$ cat src/sv/smae_pkg.sv
// Types, constants and codes of the sprite motion and animation engine.
package smae_pkg;

  localparam int unsigned COORD_W  = 16;
  localparam int unsigned DELTA_W  = COORD_W + 1;
  localparam int unsigned ACC_W    = 32;
  localparam int unsigned PROG_W   = ACC_W / 2;
  localparam int unsigned DIST_W   = 15;
  localparam int unsigned SPEED_W  = 24;
  localparam int unsigned FRAME_W  = 8;
  localparam int unsigned PROD_W   = 2 * DELTA_W;
  localparam int unsigned RAD_W    = 34;
  localparam int unsigned ROOT_W   = RAD_W + 1;
  localparam int unsigned DVD_W    = 31;
  localparam int unsigned QUO_W    = DELTA_W;
  localparam int unsigned LANES    = 2;

  localparam int unsigned SQRT_STEPS = 17;
  localparam int unsigned DIV_STEPS  = DVD_W;
  localparam int unsigned CNT_W      = $clog2(DIV_STEPS);

  localparam logic [CNT_W-1:0]  SQRT_LAST = CNT_W'(SQRT_STEPS - 1);
  localparam logic [CNT_W-1:0]  DIV_LAST  = CNT_W'(DIV_STEPS - 1);
  localparam logic [ROOT_W-1:0] SQRT_TOP  = ROOT_W'(64'h1_0000_0000);
  localparam logic [DIST_W-1:0] DIST_MAX  = DIST_W'(32767);

  // APB register map
  localparam int unsigned APB_AW    = 5;
  localparam int unsigned APB_DW    = 32;
  localparam int unsigned REG_IDX_W = 3;

  localparam logic [REG_IDX_W-1:0] REG_MOVE_SPEED    = 3'd0;
  localparam logic [REG_IDX_W-1:0] REG_ANIM_SPEED    = 3'd1;
  localparam logic [REG_IDX_W-1:0] REG_FIRST_FRAME   = 3'd2;
  localparam logic [REG_IDX_W-1:0] REG_LAST_FRAME    = 3'd3;
  localparam logic [REG_IDX_W-1:0] REG_LOOP_MODE     = 3'd4;
  localparam logic [REG_IDX_W-1:0] REG_PINGPONG_MODE = 3'd5;
  localparam logic [REG_IDX_W-1:0] REG_ANIM_ENABLE   = 3'd6;

  localparam logic [SPEED_W-1:0] SPEED_RESET = SPEED_W'(65536);

  typedef enum logic [1:0] {
    CMD_TICK    = 2'd0,
    CMD_MOVE    = 2'd1,
    CMD_SET_POS = 2'd2,
    CMD_RESTART = 2'd3
  } smae_cmd_e;

  typedef enum logic [4:0] {
    OP_NOP,
    OP_LATCH,
    OP_SET_POS,
    OP_RESTART,
    OP_SQ_X,
    OP_SQ_Y,
    OP_SQ_SUM,
    OP_SQRT_STEP,
    OP_SQ_DONE,
    OP_MOVE_ADD,
    OP_MOVE_CHK,
    OP_MUL_Y,
    OP_DIV_START,
    OP_DIV_STEP,
    OP_DIV_END,
    OP_ANIM,
    OP_PUBLISH
  } smae_op_e;

  typedef struct packed {
    logic [SPEED_W-1:0] move_speed;
    logic [SPEED_W-1:0] anim_speed;
    logic [FRAME_W-1:0] first_frame;
    logic [FRAME_W-1:0] last_frame;
    logic               loop_mode;
    logic               pingpong_mode;
    logic               anim_enable;
  } smae_cfg_t;

  typedef struct packed {
    smae_op_e op;
  } smae_ctl_t;

  typedef struct packed {
    logic move_active;
    logic out_free;
  } smae_sts_t;

endpackage

$ cat src/sv/smae_cmd_if.sv
// Request channel: command and target coordinates.
interface smae_cmd_if;
  import smae_pkg::*;

  logic                      valid;
  logic                      ready;
  smae_cmd_e                 cmd;
  logic signed [COORD_W-1:0] target_x;
  logic signed [COORD_W-1:0] target_y;

  modport source (output valid, output cmd, output target_x, output target_y, input ready);
  modport sink   (input valid, input cmd, input target_x, input target_y, output ready);
endinterface

$ cat src/sv/smae_res_if.sv
// Result channel: sprite position, frame and status flags.
interface smae_res_if;
  import smae_pkg::*;

  logic                      valid;
  logic                      ready;
  logic signed [COORD_W-1:0] pos_x;
  logic signed [COORD_W-1:0] pos_y;
  logic signed [COORD_W-1:0] frame;
  logic                      moving;
  logic                      anim_running;

  modport source (output valid, output pos_x, output pos_y, output frame, output moving,
                  output anim_running, input ready);
  modport sink   (input valid, input pos_x, input pos_y, input frame, input moving,
                  input anim_running, output ready);
endinterface

$ cat src/sv/smae_regs.sv
// APB configuration register file.
module smae_regs (
  input  logic                         clk_i,
  input  logic                         rst_ni,
  input  logic                         psel,
  input  logic                         penable,
  input  logic                         pwrite,
  input  logic [smae_pkg::APB_AW-1:0]  paddr,
  input  logic [smae_pkg::APB_DW-1:0]  pwdata,
  output logic [smae_pkg::APB_DW-1:0]  prdata,
  output logic                         pready,
  output smae_pkg::smae_cfg_t          cfg_o
);
  import smae_pkg::*;

  smae_cfg_t             cfg_q;
  logic                  wr_en;
  logic [REG_IDX_W-1:0]  reg_idx;

  assign pready  = 1'b1;
  assign wr_en   = psel && penable && pwrite;
  assign reg_idx = paddr[APB_AW-1:2];
  assign cfg_o   = cfg_q;

  always_ff @(posedge clk_i or negedge rst_ni) begin
    if (!rst_ni) begin
      cfg_q.move_speed    <= SPEED_RESET;
      cfg_q.anim_speed    <= SPEED_RESET;
      cfg_q.first_frame   <= '0;
      cfg_q.last_frame    <= '0;
      cfg_q.loop_mode     <= 1'b0;
      cfg_q.pingpong_mode <= 1'b0;
      cfg_q.anim_enable   <= 1'b0;
    end else if (wr_en) begin
      unique case (reg_idx)
        REG_MOVE_SPEED:    cfg_q.move_speed    <= pwdata[SPEED_W-1:0];
        REG_ANIM_SPEED:    cfg_q.anim_speed    <= pwdata[SPEED_W-1:0];
        REG_FIRST_FRAME:   cfg_q.first_frame   <= pwdata[FRAME_W-1:0];
        REG_LAST_FRAME:    cfg_q.last_frame    <= pwdata[FRAME_W-1:0];
        REG_LOOP_MODE:     cfg_q.loop_mode     <= pwdata[0];
        REG_PINGPONG_MODE: cfg_q.pingpong_mode <= pwdata[0];
        REG_ANIM_ENABLE:   cfg_q.anim_enable   <= pwdata[0];
        default: ;
      endcase
    end
  end

  always_comb begin
    unique case (reg_idx)
      REG_MOVE_SPEED:    prdata = APB_DW'(cfg_q.move_speed);
      REG_ANIM_SPEED:    prdata = APB_DW'(cfg_q.anim_speed);
      REG_FIRST_FRAME:   prdata = APB_DW'(cfg_q.first_frame);
      REG_LAST_FRAME:    prdata = APB_DW'(cfg_q.last_frame);
      REG_LOOP_MODE:     prdata = APB_DW'(cfg_q.loop_mode);
      REG_PINGPONG_MODE: prdata = APB_DW'(cfg_q.pingpong_mode);
      REG_ANIM_ENABLE:   prdata = APB_DW'(cfg_q.anim_enable);
      default:           prdata = '0;
    endcase
  end

endmodule

$ cat src/sv/smae_ctrl.sv
// Sequencer: steps the datapath through one request at a time.
module smae_ctrl (
  input  logic                 clk_i,
  input  logic                 rst_ni,
  input  logic                 in_valid_i,
  input  smae_pkg::smae_cmd_e  in_cmd_i,
  output logic                 in_ready_o,
  input  smae_pkg::smae_sts_t  sts_i,
  output smae_pkg::smae_ctl_t  ctl_o
);
  import smae_pkg::*;

  typedef enum logic [3:0] {
    ST_IDLE,
    ST_SET,
    ST_RESTART,
    ST_SQ_X,
    ST_SQ_Y,
    ST_SQ_SUM,
    ST_SQRT,
    ST_SQ_DONE,
    ST_MOVE_ADD,
    ST_MOVE_CHK,
    ST_MUL_Y,
    ST_DIV_START,
    ST_DIV,
    ST_DIV_END,
    ST_ANIM,
    ST_PUBLISH
  } state_e;

  state_e            state_q, state_d;
  logic [CNT_W-1:0]  cnt_q, cnt_d;

  assign in_ready_o = (state_q == ST_IDLE);

  always_comb begin
    state_d   = state_q;
    cnt_d     = cnt_q;
    ctl_o.op  = OP_NOP;
    unique case (state_q)
      ST_IDLE: begin
        if (in_valid_i) begin
          ctl_o.op = OP_LATCH;
          unique case (in_cmd_i)
            CMD_TICK:    state_d = ST_MOVE_ADD;
            CMD_MOVE:    state_d = ST_SQ_X;
            CMD_SET_POS: state_d = ST_SET;
            CMD_RESTART: state_d = ST_RESTART;
          endcase
        end
      end
      ST_SET: begin
        ctl_o.op = OP_SET_POS;
        state_d  = ST_PUBLISH;
      end
      ST_RESTART: begin
        ctl_o.op = OP_RESTART;
        state_d  = ST_PUBLISH;
      end
      ST_SQ_X: begin
        ctl_o.op = OP_SQ_X;
        state_d  = ST_SQ_Y;
      end
      ST_SQ_Y: begin
        ctl_o.op = OP_SQ_Y;
        state_d  = ST_SQ_SUM;
      end
      ST_SQ_SUM: begin
        ctl_o.op = OP_SQ_SUM;
        cnt_d    = SQRT_LAST;
        state_d  = ST_SQRT;
      end
      ST_SQRT: begin
        ctl_o.op = OP_SQRT_STEP;
        if (cnt_q == '0) begin
          state_d = ST_SQ_DONE;
        end else begin
          cnt_d = cnt_q - 1'b1;
        end
      end
      ST_SQ_DONE: begin
        ctl_o.op = OP_SQ_DONE;
        state_d  = ST_PUBLISH;
      end
      ST_MOVE_ADD: begin
        // skip the move when already at the goal
        if (sts_i.move_active) begin
          ctl_o.op = OP_MOVE_ADD;
          state_d  = ST_MOVE_CHK;
        end else begin
          state_d = ST_ANIM;
        end
      end
      ST_MOVE_CHK: begin
        ctl_o.op = OP_MOVE_CHK;
        state_d  = sts_i.move_active ? ST_MUL_Y : ST_ANIM;
      end
      ST_MUL_Y: begin
        ctl_o.op = OP_MUL_Y;
        state_d  = ST_DIV_START;
      end
      ST_DIV_START: begin
        ctl_o.op = OP_DIV_START;
        cnt_d    = DIV_LAST;
        state_d  = ST_DIV;
      end
      ST_DIV: begin
        ctl_o.op = OP_DIV_STEP;
        if (cnt_q == '0) begin
          state_d = ST_DIV_END;
        end else begin
          cnt_d = cnt_q - 1'b1;
        end
      end
      ST_DIV_END: begin
        ctl_o.op = OP_DIV_END;
        state_d  = ST_ANIM;
      end
      ST_ANIM: begin
        ctl_o.op = OP_ANIM;
        state_d  = ST_PUBLISH;
      end
      ST_PUBLISH: begin
        // hold until the output register is free
        if (sts_i.out_free) begin
          ctl_o.op = OP_PUBLISH;
          state_d  = ST_IDLE;
        end
      end
    endcase
  end

  always_ff @(posedge clk_i or negedge rst_ni) begin
    if (!rst_ni) begin
      state_q <= ST_IDLE;
      cnt_q   <= '0;
    end else begin
      state_q <= state_d;
      cnt_q   <= cnt_d;
    end
  end

endmodule

$ cat src/sv/smae_dp.sv
// Datapath: sprite state, shared multiplier, square root unit, two divider lanes.
module smae_dp (
  input  logic                                clk_i,
  input  logic                                rst_ni,
  input  smae_pkg::smae_cfg_t                 cfg_i,
  input  smae_pkg::smae_ctl_t                 ctl_i,
  output smae_pkg::smae_sts_t                 sts_o,
  input  logic signed [smae_pkg::COORD_W-1:0] target_x_i,
  input  logic signed [smae_pkg::COORD_W-1:0] target_y_i,
  output logic                                res_valid_o,
  input  logic                                res_ready_i,
  output logic signed [smae_pkg::COORD_W-1:0] pos_x_o,
  output logic signed [smae_pkg::COORD_W-1:0] pos_y_o,
  output logic signed [smae_pkg::COORD_W-1:0] frame_o,
  output logic                                moving_o,
  output logic                                anim_running_o
);
  import smae_pkg::*;

  // architectural state
  logic signed [COORD_W-1:0] cur_x_q, cur_y_q, start_x_q, start_y_q, goal_x_q, goal_y_q;
  logic [ACC_W-1:0]          travel_acc_q;
  logic [DIST_W-1:0]         travel_dist_q;
  logic [ACC_W-1:0]          frame_acc_q;
  logic                      anim_fwd_q;

  // scratch
  logic signed [COORD_W-1:0] tx_q, ty_q;
  logic signed [PROD_W-1:0]  mul_q;
  logic [RAD_W-1:0]          rad_q;
  logic [ROOT_W-1:0]         root_q, bit_q;
  logic [DIST_W-1:0]         div_rem_q [LANES];
  logic [DVD_W-1:0]          div_dvd_q [LANES];
  logic                      div_neg_q [LANES];

  logic                      res_valid_q;
  logic signed [COORD_W-1:0] pos_x_q, pos_y_q, frame_q;
  logic                      moving_q, anim_running_q;

  logic [PROG_W-1:0]         prog;
  logic                      move_active;
  logic signed [DELTA_W-1:0] dx_t, dy_t, gx_s, gy_s;
  logic signed [DELTA_W-1:0] mul_a, mul_b;
  logic signed [PROD_W-1:0]  mul_p, mul_mag;
  logic [ROOT_W-1:0]         root_sum;
  logic                      root_fit;
  logic [DIST_W-1:0]         root_sat;
  logic [DIST_W:0]           div_sh  [LANES];
  logic                      div_fit [LANES];
  logic [DIST_W-1:0]         div_rem_nx [LANES];
  logic [QUO_W-1:0]          quo_mag [LANES];
  logic signed [QUO_W-1:0]   quo_sgn [LANES];
  logic signed [COORD_W-1:0] lane_start [LANES];
  logic signed [COORD_W-1:0] lane_pos [LANES];
  logic [ACC_W-1:0]          anim_step, frame_nx;
  logic                      fwd_nx;
  logic [FRAME_W-1:0]        last_frame;

  assign last_frame  = cfg_i.last_frame;
  assign prog        = travel_acc_q[ACC_W-1:PROG_W];
  assign move_active = prog < PROG_W'(travel_dist_q);

  assign sts_o.move_active = move_active;
  assign sts_o.out_free    = !res_valid_q || res_ready_i;

  assign dx_t = DELTA_W'(tx_q) - DELTA_W'(cur_x_q);
  assign dy_t = DELTA_W'(ty_q) - DELTA_W'(cur_y_q);
  assign gx_s = DELTA_W'(goal_x_q) - DELTA_W'(start_x_q);
  assign gy_s = DELTA_W'(goal_y_q) - DELTA_W'(start_y_q);

  always_comb begin
    unique case (ctl_i.op)
      OP_SQ_X: begin
        mul_a = dx_t;
        mul_b = dx_t;
      end
      OP_SQ_Y: begin
        mul_a = dy_t;
        mul_b = dy_t;
      end
      OP_MOVE_CHK: begin
        mul_a = gx_s;
        mul_b = $signed({1'b0, prog});
      end
      OP_MUL_Y: begin
        mul_a = gy_s;
        mul_b = $signed({1'b0, prog});
      end
      default: begin
        mul_a = '0;
        mul_b = '0;
      end
    endcase
  end

  assign mul_p   = mul_a * mul_b;
  assign mul_mag = mul_q[PROD_W-1] ? -mul_q : mul_q;

  // one bit of the square root per step
  assign root_sum = root_q + bit_q;
  assign root_fit = root_sum <= ROOT_W'(rad_q);
  assign root_sat = (root_q > ROOT_W'(DIST_MAX)) ? DIST_MAX : root_q[DIST_W-1:0];

  assign lane_start[0] = start_x_q;
  assign lane_start[1] = start_y_q;

  // restoring division, one quotient bit per step on each lane
  always_comb begin
    for (int l = 0; l < LANES; l++) begin
      div_sh[l]     = {div_rem_q[l], div_dvd_q[l][DVD_W-1]};
      div_fit[l]    = div_sh[l] >= (DIST_W + 1)'(travel_dist_q);
      div_rem_nx[l] = div_fit[l] ? DIST_W'(div_sh[l] - (DIST_W + 1)'(travel_dist_q))
                                 : div_sh[l][DIST_W-1:0];
      quo_mag[l]    = div_dvd_q[l][QUO_W-1:0];
      quo_sgn[l]    = div_neg_q[l] ? -$signed(quo_mag[l]) : $signed(quo_mag[l]);
      lane_pos[l]   = COORD_W'(QUO_W'(lane_start[l]) + quo_sgn[l]);
    end
  end

  // frame counter step with end handling
  always_comb begin
    anim_step = anim_fwd_q ? frame_acc_q + ACC_W'(cfg_i.anim_speed)
                           : frame_acc_q - ACC_W'(cfg_i.anim_speed);
    frame_nx  = anim_step;
    fwd_nx    = anim_fwd_q;
    if (anim_step[ACC_W-1]) begin
      frame_nx[ACC_W-1:PROG_W] = (cfg_i.pingpong_mode && (last_frame != '0)) ?
                                 PROG_W'(1) : '0;
      fwd_nx = 1'b1;
    end
    if (frame_nx[ACC_W-1:PROG_W] > PROG_W'(last_frame)) begin
      if (cfg_i.loop_mode) begin
        frame_nx[ACC_W-1:PROG_W] = '0;
      end else if (cfg_i.pingpong_mode) begin
        fwd_nx = 1'b0;
        frame_nx[ACC_W-1:PROG_W] = (last_frame != '0) ? PROG_W'(last_frame - 1'b1) : '0;
      end else begin
        frame_nx[ACC_W-1:PROG_W] = PROG_W'(last_frame);
      end
    end
  end

  always_ff @(posedge clk_i or negedge rst_ni) begin
    if (!rst_ni) begin
      cur_x_q       <= '0;
      cur_y_q       <= '0;
      start_x_q     <= '0;
      start_y_q     <= '0;
      goal_x_q      <= '0;
      goal_y_q      <= '0;
      travel_acc_q  <= '0;
      travel_dist_q <= '0;
      frame_acc_q   <= '0;
      anim_fwd_q    <= 1'b1;
    end else begin
      unique case (ctl_i.op)
        OP_SET_POS: begin
          cur_x_q       <= tx_q;
          cur_y_q       <= ty_q;
          start_x_q     <= tx_q;
          start_y_q     <= ty_q;
          goal_x_q      <= tx_q;
          goal_y_q      <= ty_q;
          travel_acc_q  <= '0;
          travel_dist_q <= '0;
        end
        OP_RESTART: begin
          frame_acc_q <= {PROG_W'(cfg_i.first_frame), PROG_W'(0)};
          anim_fwd_q  <= 1'b1;
        end
        OP_SQ_X: begin
          start_x_q <= cur_x_q;
          start_y_q <= cur_y_q;
          goal_x_q  <= tx_q;
          goal_y_q  <= ty_q;
        end
        OP_SQ_DONE: begin
          travel_dist_q <= root_sat;
          travel_acc_q  <= '0;
        end
        OP_MOVE_ADD: travel_acc_q <= travel_acc_q + ACC_W'(cfg_i.move_speed);
        OP_MOVE_CHK: begin
          // snap to the goal on arrival
          if (!move_active) begin
            travel_acc_q  <= '0;
            travel_dist_q <= '0;
            cur_x_q       <= goal_x_q;
            cur_y_q       <= goal_y_q;
            start_x_q     <= goal_x_q;
            start_y_q     <= goal_y_q;
          end
        end
        OP_DIV_END: begin
          cur_x_q <= lane_pos[0];
          cur_y_q <= lane_pos[1];
        end
        OP_ANIM: begin
          if (cfg_i.anim_enable) begin
            frame_acc_q <= frame_nx;
            anim_fwd_q  <= fwd_nx;
          end
        end
        default: ;
      endcase
    end
  end

  always_ff @(posedge clk_i) begin
    unique case (ctl_i.op)
      OP_LATCH: begin
        tx_q <= target_x_i;
        ty_q <= target_y_i;
      end
      OP_SQ_X: mul_q <= mul_p;
      OP_SQ_Y: begin
        rad_q <= RAD_W'($unsigned(mul_q));
        mul_q <= mul_p;
      end
      OP_SQ_SUM: begin
        rad_q  <= rad_q + RAD_W'($unsigned(mul_q));
        root_q <= '0;
        bit_q  <= SQRT_TOP;
      end
      OP_SQRT_STEP: begin
        if (root_fit) begin
          rad_q  <= rad_q - root_sum[RAD_W-1:0];
          root_q <= (root_q >> 1) + bit_q;
        end else begin
          root_q <= root_q >> 1;
        end
        bit_q <= bit_q >> 2;
      end
      OP_MOVE_CHK: mul_q <= mul_p;
      OP_MUL_Y: begin
        div_neg_q[0] <= mul_q[PROD_W-1];
        div_dvd_q[0] <= mul_mag[DVD_W-1:0];
        div_rem_q[0] <= '0;
        mul_q        <= mul_p;
      end
      OP_DIV_START: begin
        div_neg_q[1] <= mul_q[PROD_W-1];
        div_dvd_q[1] <= mul_mag[DVD_W-1:0];
        div_rem_q[1] <= '0;
      end
      OP_DIV_STEP: begin
        for (int l = 0; l < LANES; l++) begin
          div_rem_q[l] <= div_rem_nx[l];
          div_dvd_q[l] <= {div_dvd_q[l][DVD_W-2:0], div_fit[l]};
        end
      end
      default: ;
    endcase
  end

  // output register
  always_ff @(posedge clk_i or negedge rst_ni) begin
    if (!rst_ni) begin
      res_valid_q <= 1'b0;
    end else if (ctl_i.op == OP_PUBLISH) begin
      res_valid_q <= 1'b1;
    end else if (res_ready_i) begin
      res_valid_q <= 1'b0;
    end
  end

  always_ff @(posedge clk_i) begin
    if (ctl_i.op == OP_PUBLISH) begin
      pos_x_q        <= cur_x_q;
      pos_y_q        <= cur_y_q;
      frame_q        <= $signed(frame_acc_q[ACC_W-1:PROG_W]);
      moving_q       <= move_active;
      anim_running_q <= frame_acc_q[ACC_W-1:PROG_W] != PROG_W'(last_frame);
    end
  end

  assign res_valid_o    = res_valid_q;
  assign pos_x_o        = pos_x_q;
  assign pos_y_o        = pos_y_q;
  assign frame_o        = frame_q;
  assign moving_o       = moving_q;
  assign anim_running_o = anim_running_q;

endmodule

$ cat src/sv/sprite_motion_animation_engine.sv
// Top level of the sprite motion and animation engine.
//
// Requests arrive on cmd_ch (valid/ready): tick, move to target, set position,
// restart animation. Each request produces exactly one result on res_ch with
// the sprite position, the integer frame and the moving/anim_running flags.
// The user must write registers over the APB port only while the engine is idle;
// the block itself does not enforce this. One request is in work at a time;
// cmd_ch.ready is high only when idle. Move to target runs the 17-step square
// root unit; a tick while moving runs the 31-step divider, x and y lanes in
// parallel; a tick that arrives or finds the sprite at rest skips the divider.
// The next request can be taken in the cycle after a result is published.
// The output register holds a finished result until res_ch.ready; the next
// request is accepted meanwhile, and its result waits for the register.
// Reset clears position, travel and frame state, sets the direction forward
// and loads the register defaults.
module sprite_motion_animation_engine (
  input  logic                         clk_i,
  input  logic                         rst_ni,
  smae_cmd_if.sink                     cmd_ch,
  smae_res_if.source                   res_ch,
  input  logic                         psel,
  input  logic                         penable,
  input  logic                         pwrite,
  input  logic [smae_pkg::APB_AW-1:0]  paddr,
  input  logic [smae_pkg::APB_DW-1:0]  pwdata,
  output logic [smae_pkg::APB_DW-1:0]  prdata,
  output logic                         pready
);
  import smae_pkg::*;

  smae_cfg_t cfg;
  smae_ctl_t ctl;
  smae_sts_t sts;

  smae_regs u_regs (
    .clk_i   (clk_i),
    .rst_ni  (rst_ni),
    .psel    (psel),
    .penable (penable),
    .pwrite  (pwrite),
    .paddr   (paddr),
    .pwdata  (pwdata),
    .prdata  (prdata),
    .pready  (pready),
    .cfg_o   (cfg)
  );

  smae_ctrl u_ctrl (
    .clk_i      (clk_i),
    .rst_ni     (rst_ni),
    .in_valid_i (cmd_ch.valid),
    .in_cmd_i   (cmd_ch.cmd),
    .in_ready_o (cmd_ch.ready),
    .sts_i      (sts),
    .ctl_o      (ctl)
  );

  smae_dp u_dp (
    .clk_i          (clk_i),
    .rst_ni         (rst_ni),
    .cfg_i          (cfg),
    .ctl_i          (ctl),
    .sts_o          (sts),
    .target_x_i     (cmd_ch.target_x),
    .target_y_i     (cmd_ch.target_y),
    .res_valid_o    (res_ch.valid),
    .res_ready_i    (res_ch.ready),
    .pos_x_o        (res_ch.pos_x),
    .pos_y_o        (res_ch.pos_y),
    .frame_o        (res_ch.frame),
    .moving_o       (res_ch.moving),
    .anim_running_o (res_ch.anim_running)
  );

endmodule

$ cat src/flat_wrapper.sv
// flat-port wrapper written by rule: the top's interface ports become plain ports
module sprite_motion_animation_engine_flat import smae_pkg::*;
  (clk_i, rst_ni, psel, penable, pwrite, paddr, pwdata, prdata, pready, cmd_ch_valid, cmd_ch_cmd, cmd_ch_target_x, cmd_ch_target_y, cmd_ch_ready, res_ch_valid, res_ch_pos_x, res_ch_pos_y, res_ch_frame, res_ch_moving, res_ch_anim_running, res_ch_ready);
  smae_cmd_if cmd_ch_i ();
  smae_res_if res_ch_i ();
  input  logic clk_i;
  input  logic rst_ni;
  input  logic psel;
  input  logic penable;
  input  logic pwrite;
  input  logic [smae_pkg::APB_AW-1:0] paddr;
  input  logic [smae_pkg::APB_DW-1:0] pwdata;
  output logic [smae_pkg::APB_DW-1:0] prdata;
  output logic pready;
  input wire logic [$bits(cmd_ch_i.valid)-1:0] cmd_ch_valid;
  input wire logic [$bits(cmd_ch_i.cmd)-1:0] cmd_ch_cmd;
  input wire logic [$bits(cmd_ch_i.target_x)-1:0] cmd_ch_target_x;
  input wire logic [$bits(cmd_ch_i.target_y)-1:0] cmd_ch_target_y;
  output wire logic [$bits(cmd_ch_i.ready)-1:0] cmd_ch_ready;
  output wire logic [$bits(res_ch_i.valid)-1:0] res_ch_valid;
  output wire logic [$bits(res_ch_i.pos_x)-1:0] res_ch_pos_x;
  output wire logic [$bits(res_ch_i.pos_y)-1:0] res_ch_pos_y;
  output wire logic [$bits(res_ch_i.frame)-1:0] res_ch_frame;
  output wire logic [$bits(res_ch_i.moving)-1:0] res_ch_moving;
  output wire logic [$bits(res_ch_i.anim_running)-1:0] res_ch_anim_running;
  input wire logic [$bits(res_ch_i.ready)-1:0] res_ch_ready;
  assign cmd_ch_i.valid = cmd_ch_valid;
  assign cmd_ch_i.cmd = cmd_ch_cmd;
  assign cmd_ch_i.target_x = cmd_ch_target_x;
  assign cmd_ch_i.target_y = cmd_ch_target_y;
  assign cmd_ch_ready = cmd_ch_i.ready;
  assign res_ch_valid = res_ch_i.valid;
  assign res_ch_pos_x = res_ch_i.pos_x;
  assign res_ch_pos_y = res_ch_i.pos_y;
  assign res_ch_frame = res_ch_i.frame;
  assign res_ch_moving = res_ch_i.moving;
  assign res_ch_anim_running = res_ch_i.anim_running;
  assign res_ch_i.ready = res_ch_ready;
  sprite_motion_animation_engine u_core (.clk_i(clk_i), .rst_ni(rst_ni), .cmd_ch(cmd_ch_i), .res_ch(res_ch_i), .psel(psel), .penable(penable), .pwrite(pwrite), .paddr(paddr), .pwdata(pwdata), .prdata(prdata), .pready(pready));
endmodule
$ cat config.mk
export PLATFORM = sky130hd
export DESIGN_NAME = sprite_motion_animation_engine_flat
export DESIGN_NICKNAME = d
export VERILOG_FILES = /design/src/sv/smae_pkg.sv /design/src/sv/smae_cmd_if.sv /design/src/sv/smae_res_if.sv /design/src/sv/smae_regs.sv /design/src/sv/smae_ctrl.sv /design/src/sv/smae_dp.sv /design/src/sv/sprite_motion_animation_engine.sv /design/src/flat_wrapper.sv
export SDC_FILE = /design/constraint.sdc
export NUM_CORES = 2
export LEC_CHECK = 0
export BUFFER_PORTS_ARGS = -buffer_cell sky130_fd_sc_hd__buf_2
export CAP_MARGIN = 30
export CORE_MARGIN = 1
export CORE_UTILIZATION = 65
export DETAILED_ROUTE_END_ITERATION = 7
export GPL_TIMING_DRIVEN = 0
export PLACE_DENSITY_LB_ADDON = 0.3
export SYNTH_ARGS = -nofsm -noshare
export SYNTH_HDL_FRONTEND = slang
export SYNTH_SLANG_ARGS = --single-unit
$ cat constraint.sdc
create_clock -name clk_i -period 26.3 [get_ports clk_i]
set_clock_uncertainty 0.2 [all_clocks]
set_input_delay 7.89 -clock clk_i [delete_from_list [all_inputs] [get_ports clk_i]]
set_output_delay 7.89 -clock clk_i [all_outputs]
set_load 0.05 [all_outputs]
======== After elaboration in Yosys (flattened, before gate mapping) ========
Memories as Yosys holds them, arrays and structs flattened.
Cells that the tools add are included.
word-level totals
  flip-flop bits (word level) ............. 473
  memory bits (writable) .................. 94
  bits of input ports ..................... 78
  output and inout bits ................... 85
  word-level logic and storage cells ...... 223
  memories kept ........................... 3
operators by class
  $add $sub $neg .......................... 20
  $mul .................................... 1
  $lt $le $gt $ge ......................... 6
  equality and inequality tests ........... 49
  multiplexer cells ....................... 68
  bitwise logic cells ..................... 4
  reduce and logical (&&, ||, !) cells .... 41
memory list
  memory                 depth  bits a word  read ports  clocked after Yosys merged registers in  wr ports  line           source
  u_core.u_dp.div_dvd_q  2      31           2           0                                        2         smae_dp.sv:33  logic [DVD_W-1:0] div_dvd_q [LANES];
  u_core.u_dp.div_rem_q  2      15           2           0                                        2         smae_dp.sv:32  logic [DIST_W-1:0] div_rem_q [LANES];
  u_core.u_dp.div_neg_q  2      1            2           0                                        1         smae_dp.sv:34  logic div_neg_q [LANES];
operators by type and width
  cell                                                                               number
  16-bit one-hot mux with 3 select lines                                             4
  24-bit one-hot mux with 7 select lines                                             1
  35-bit one-hot mux with 2 select lines                                             2
  16-bit 2-to-1 mux                                                                  8
  15-bit 2-to-1 mux                                                                  7
  34-bit one-hot mux with 3 select lines                                             1
  32-bit 2-to-1 mux                                                                  3
  32-bit one-hot mux with 3 select lines                                             1
  31-bit 2-to-1 mux                                                                  3
  5-bit one-hot mux with 16 select lines                                             1
  17-bit one-hot mux with 4 select lines                                             1
  16-bit by 16-bit subtractor with 17-bit output                                     4
  32-bit by 24-bit adder with 32-bit output                                          2
  32-bit one-hot mux with 2 select lines                                             1
  4-bit one-hot mux with 13 select lines                                             1
  17-bit one-hot mux with 3 select lines                                             1
  15-bit one-hot mux with 3 select lines                                             1
  5-bit by 4-bit equality test with 1-bit output, second input constant              8
  34-bit by 35-bit adder with 35-bit output                                          1
  35-bit adder                                                                       1
  35-bit by 15-bit greater-than comparator with 1-bit output, second input constant  1
  35-bit by 34-bit <= comparator with 1-bit output                                   1
  35-bit 2-to-1 mux                                                                  1
  34-bit adder                                                                       1
  other kinds (52)                                                                   133

======== Longest topological paths before layout ========
  depth in word-level cells ............... 9
  gate-level depth with buffers ........... 41
  depth with buffers taken out ............ 40

======== Hierarchy ========
Synthesis repeated with hierarchy kept, for this count alone.
second synthesis, totals
  cells, all modules ...................... 5284
  area, all modules ....................... 49668.9 µm²
modules (own cells, without submodules)
  module     times used  cells each  area an instance (µm²)  seq. area each (µm²)
  smae_dp    1           4964        45592.5                 13319.0
  smae_regs  1           223         3243.1                  1679.1
  smae_ctrl  1           97          833.3                   225.2

======== Worst setup path after synthesis ========
Ideal clock, no wire load.
  path kind ............................... input -> output
  start ................................... in paddr[2] in the netlist's numbering
  end ..................................... out prdata[10] in the netlist's numbering
  data arrival time ....................... 9916 ps
  data required time ...................... 18210 ps
  setup slack ............................. 8294 ps
  cell stages on the path ................. 4
  path buffers ............................ 1
  cell sequence ........................... clkbuf_1 > nor3b_1 > inv_1 > o21ai_0
on the way
  cells in the longest elaborated chain, start to end .. 2
  elaborated cells between the ends (all ways) .. 8
  classes of those cells .................. eq/ne: 6; mux: 1; reduce/logical: 1
ends and longest elaborated chain
  what                                               line                source
  start, declared                                    flat_wrapper.sv:11  input logic [smae_pkg::APB_AW-1:0] paddr;
  3-bit equality test, or another cell as far along  smae_regs.sv:49     unique case (reg_idx)
  24-bit one-hot mux with 7 select lines (*)         smae_regs.sv:49
  end, declared                                      flat_wrapper.sv:13  output logic [smae_pkg::APB_DW-1:0] prdata;
Mark *: on every way between the ends. The rest lies on a longest branch, timed or not.

======== Worst setup path in the final report ========
  start ................................... in paddr[2] in the netlist's numbering
  end ..................................... out prdata[18] in the netlist's numbering
The elaborated chain is that of the path after synthesis.

==> summary.txt <==
Outcome
  • Status: completed

Place
  • Pre-CTS setup slack: 8.309 ns
  • RePlAce Congestion: 0.9978
  • IO buf count: 141
  • Final HPWL DP: 113,100 um

Power
  • Power share of the clock group: 14.6%
  • Comb power frac: 61.4%
  • Worst vdd rail ir drop: 78.81 uV
  • PwrDens: 130.0 nW/um^2
  • Sw Ratio: 49.21%
  • LEAKAGE: 24.59 nW
  • P_int: 0.003542 W
  • Share of power burned in registers: 24.0%
  • Psw: 0.003432 W

Cells and area
  • Final Util: 72.05%
  • Layout net count: 6,310
  • Most frequent cells in the layout: nor2_1 (564), inv_1 (557), nand2_1 (461)
  • Fillers: 5,467
  • Commonest non-fill, non-tap cell in the layout: nor2_1
  • Area grow syn2layout: 9.721%
  • Proportion of layout cells with a drive suffix above 1: 8.481%

Setup path
  • Slowest stage delay, CP: 0.74 ns
  • Worst Setup SP: paddr[2]
  • Register-to-Register Path Depth: 36
  • Worst path slowest cell: nor3b_1
  • R2R Setup Slk: 14.10 ns
  • Critical path arrival: 10.01 ns
  • Crit path required time: 18.21 ns
  • Stages on the worst setup path: 5
  • Reg2Reg Capture Point: u_core.u_dp.mul_q[33]
  • Critical-path cell list: clkbuf_1 > nor3b_1 > clkbuf_1 > a22o_1 > buf_2
  • Critical path's most frequent cell: clkbuf_1
  • Crit-path max FO: 10
  • RR Startpoint: u_core.u_dp.ty_q[0]
  • CP Capture Type: output pin
  • Setup crit end: prdata[18]
  • Type of the worst setup path: input port to output pin
  • Delay-heaviest family, CP: buffers and inverters
  • CP Launch Type: input port
  • CP bufs+invs: 3

Clocking
  • # resized after CTS: 0
  • Root buf cell: clkbuf_16
  • Hold buffers post-CTS: 0
  • Worst-path clk slew: 0.06 ns
  • Cts bufs inserted: 66
  • Clock Tree Buf Depth: 3
  • Clock Latency Late Sink: 0.63 ns
  • H-tree depth: 3
  • Post-CTS Setup Bufs: 0
  • CTS tree: built
  • Clock sink total: 549

Global route
  • Vias in the first global route: 41,540
  • First-pass GRT wire length: 230,800 um
  • Met2 usage: 60.32%
  • GR Layer Usage met3: 7.884%
  • Initial antenna violation count: 10
  • Largest net degree at the start of global routing: 125
  • Total track usage: 38.55%
  • Grt ovf: 0
  • GR Util met1: 51.03%
  • Gr busiest metal: met2

Routing
  • DR vias: 42,200
  • # DRC: 0
  • Post-DRT Antenna Nets: 0
  • Routed WL: 146,600 um
  • Drt wl/cell: 22.37 um
  • DR iter-0 viols: 5,462
  • Vias per cell: 6.439
  • DR pass1 iterations: 8

Hold path
  • Hold crit path type: flip-flop to flip-flop

Synth
  • Yosys top cell area share: 18.18%
  • Syn Std Cell Area: 48,880 um^2
  • Post-synthesis sequential area ratio: 31.14%
  • Syn_area_per_cell: 9.262 um^2
  • Ys flop type: edfxtp_1
  • Synthesis Warnings: 0
  • Async S/R FF share, synth: 46.08%
  • Cells after synthesis: 5,278
  • Synth area leaders: edfxtp_1 (18%), dfrtp_1 (13%), fa_1 (13%)
  • Synth Register Bits: 549
  • EDFF count, synth: 296
  • Netlist cell types: 95
  • Post-synth top area cell: edfxtp_1

Die
  • Row count: 100
  • Full die area: 76,310 um^2
  • Core box area: 74,450 um^2
  • Die Wd: 276.2 um
  • Initial core utilization: 65.66%
  • Die Height: 276.2 um
  • Top-Level Pins: 163

STA
  • Max-slew violations: 0
  • Final setup viols: 0
  • RSZ-0062 raised after global routing: false
  • Fin crit share: 68.81%
  • Rel. slew slack: 28.72%
  • FMAX: 0.05526 GHz
  • Worst-Margin Slew: 1.069 ns
  • Final hold vios: 0
  • Setup TNS Final: 0 ns
  • Setup WS post-layout: 8.203 ns
  • Final min period: 18.10 ns

Flow run
  • Max-cap viol count: 0
-- logic make-up (layout without fill, tap and decap cells) --
logic type | after synthesis | after routing | synth area share [%]
simple gates | 1564 | 1564 | 14.67
compound gates | 1199 | 1199 | 15.71
buf+inv | 752 | 1043 | 5.854
fa+ha+maj | 706 | 706 | 22.80
flops | 549 | 549 | 31.14
xor+xnor | 381 | 381 | 6.826
mux | 125 | 125 | 2.984
other cells | 2 | 17 | 0.01536
-- final cells by class --
class / instances / area [um^2] / area share (%)
inverters: 561 / 2106 / 3.926
diodes: 7 / 17.52 / 0.03266
flip-flops and latches: 549 / 15220 / 28.38
multi-input cells: 3985 / 30880 / 57.57
repair buffers: 172 / 1060 / 1.976
well taps: 969 / 1212 / 2.260
plain buffers: 191 / 755.7 / 1.409
clock inverters: 36 / 509.2 / 0.9494
clock buffers: 83 / 1872 / 3.490
-- per-layer routing --
layer,part of all wire (%),vias up
li1,-,18790
met4,5.5,4
met1,39,20500
met2,45,2425
met5,0.020,-
met3,11,483
-- metrics by stage --
| step | power [W] | std cells | hold slack, ns | area (um^2) |
|---|---|---|---|---|
| 2_1_floorplan | 0.004553 | 5286 | 0.2470 | 48910 |
| 3_3_place_gp | 0.005625 | 6396 | 0.2688 | 50830 |
| 3_5_place_dp | 0.005762 | 6424 | 0.2820 | 51220 |
| 4_1_cts | 0.006826 | 6543 | 0.2986 | 53600 |
| 5_1_grt | 0.007401 | 6552 | 0.3123 | 53630 |
| 6_report | 0.006973 | 6553 | 0.2909 | 53640 |
-- power groups by stage --
| stage | logic, W | clock network (W) | registers, W |
|---|---|---|---|
| after CTS | 0.00415 | 0.00102 | 0.00166 |
| after global routing | 0.00466 | 0.00105 | 0.00170 |
| after detailed placement | 0.00410 | 0 | 0.00166 |
| after global placement | 0.00395 | 0 | 0.00168 |
| final | 0.00428 | 0.00102 | 0.00168 |
| after floorplan | 0.00296 | 0 | 0.00160 |
-- Yosys cell counts (35+ instances only) --
library cell,n
xor2_1,152
nor3_1,83
fa_1,308
nand4_1,35
a22oi_1,47
ha_1,398
inv_1,558
or2_2,36
a21o_1,92
nand2_1,463
o21bai_1,35
nand3_1,58
xnor2_1,229
nand2b_1,82
a31oi_1,75
nor2b_1,48
clkbuf_1,172
dfrtp_1,250
and3_1,58
a21oi_1,277
o21a_1,83
o21ai_0,304
nor2_1,564
edfxtp_1,296
mux2_2,86
-- how the worst min path moves through the flow --
stage | from | to | slack [ns] | depth (start not counted)
2_1_floorplan | u_core.u_dp.cur_x_q[1] | u_core.u_dp.pos_x_o[1] | 0.25 | 0
3_3_place_gp | u_core.u_dp.frame_acc_q[4] | u_core.u_dp.frame_acc_q[4] | 0.27 | 2
3_5_place_dp | u_core.u_dp.frame_acc_q[4] | u_core.u_dp.frame_acc_q[4] | 0.28 | 2
4_1_cts | u_core.u_dp.travel_acc_q[5] | u_core.u_dp.travel_acc_q[5] | 0.30 | 2
5_1_grt | u_core.u_ctrl.cnt_q[0] | u_core.u_ctrl.cnt_q[0] | 0.31 | 1
6_report | u_core.u_dp.travel_acc_q[3] | u_core.u_dp.travel_acc_q[3] | 0.29 | 2
-- state kept, by name, summed over array words and instances (netlist names), 17 cells and up --
name and flops:
u_core.u_dp.div_dvd_q 62, u_core.u_regs.cfg_o 67, u_core.u_dp.root_q 35, u_core.u_dp.frame_acc_q 32, u_core.u_dp.mul_q 34, u_core.u_dp.rad_q 34, u_core.u_dp.travel_acc_q 32, u_core.u_dp.div_rem_q 30
u_core.u_dp.bit_q 17
-- worst reg2reg max path, delay by kind of cell (launching register included) --
family	cells	cell delay, ns
compound gates	12	3.87
xor+xnor	2	0.52
fa+ha+maj	9	3.91
buf+inv	8	1.29
flops	1	0.50
simple gates	5	1.65
(Power assumes the default switching activity.)
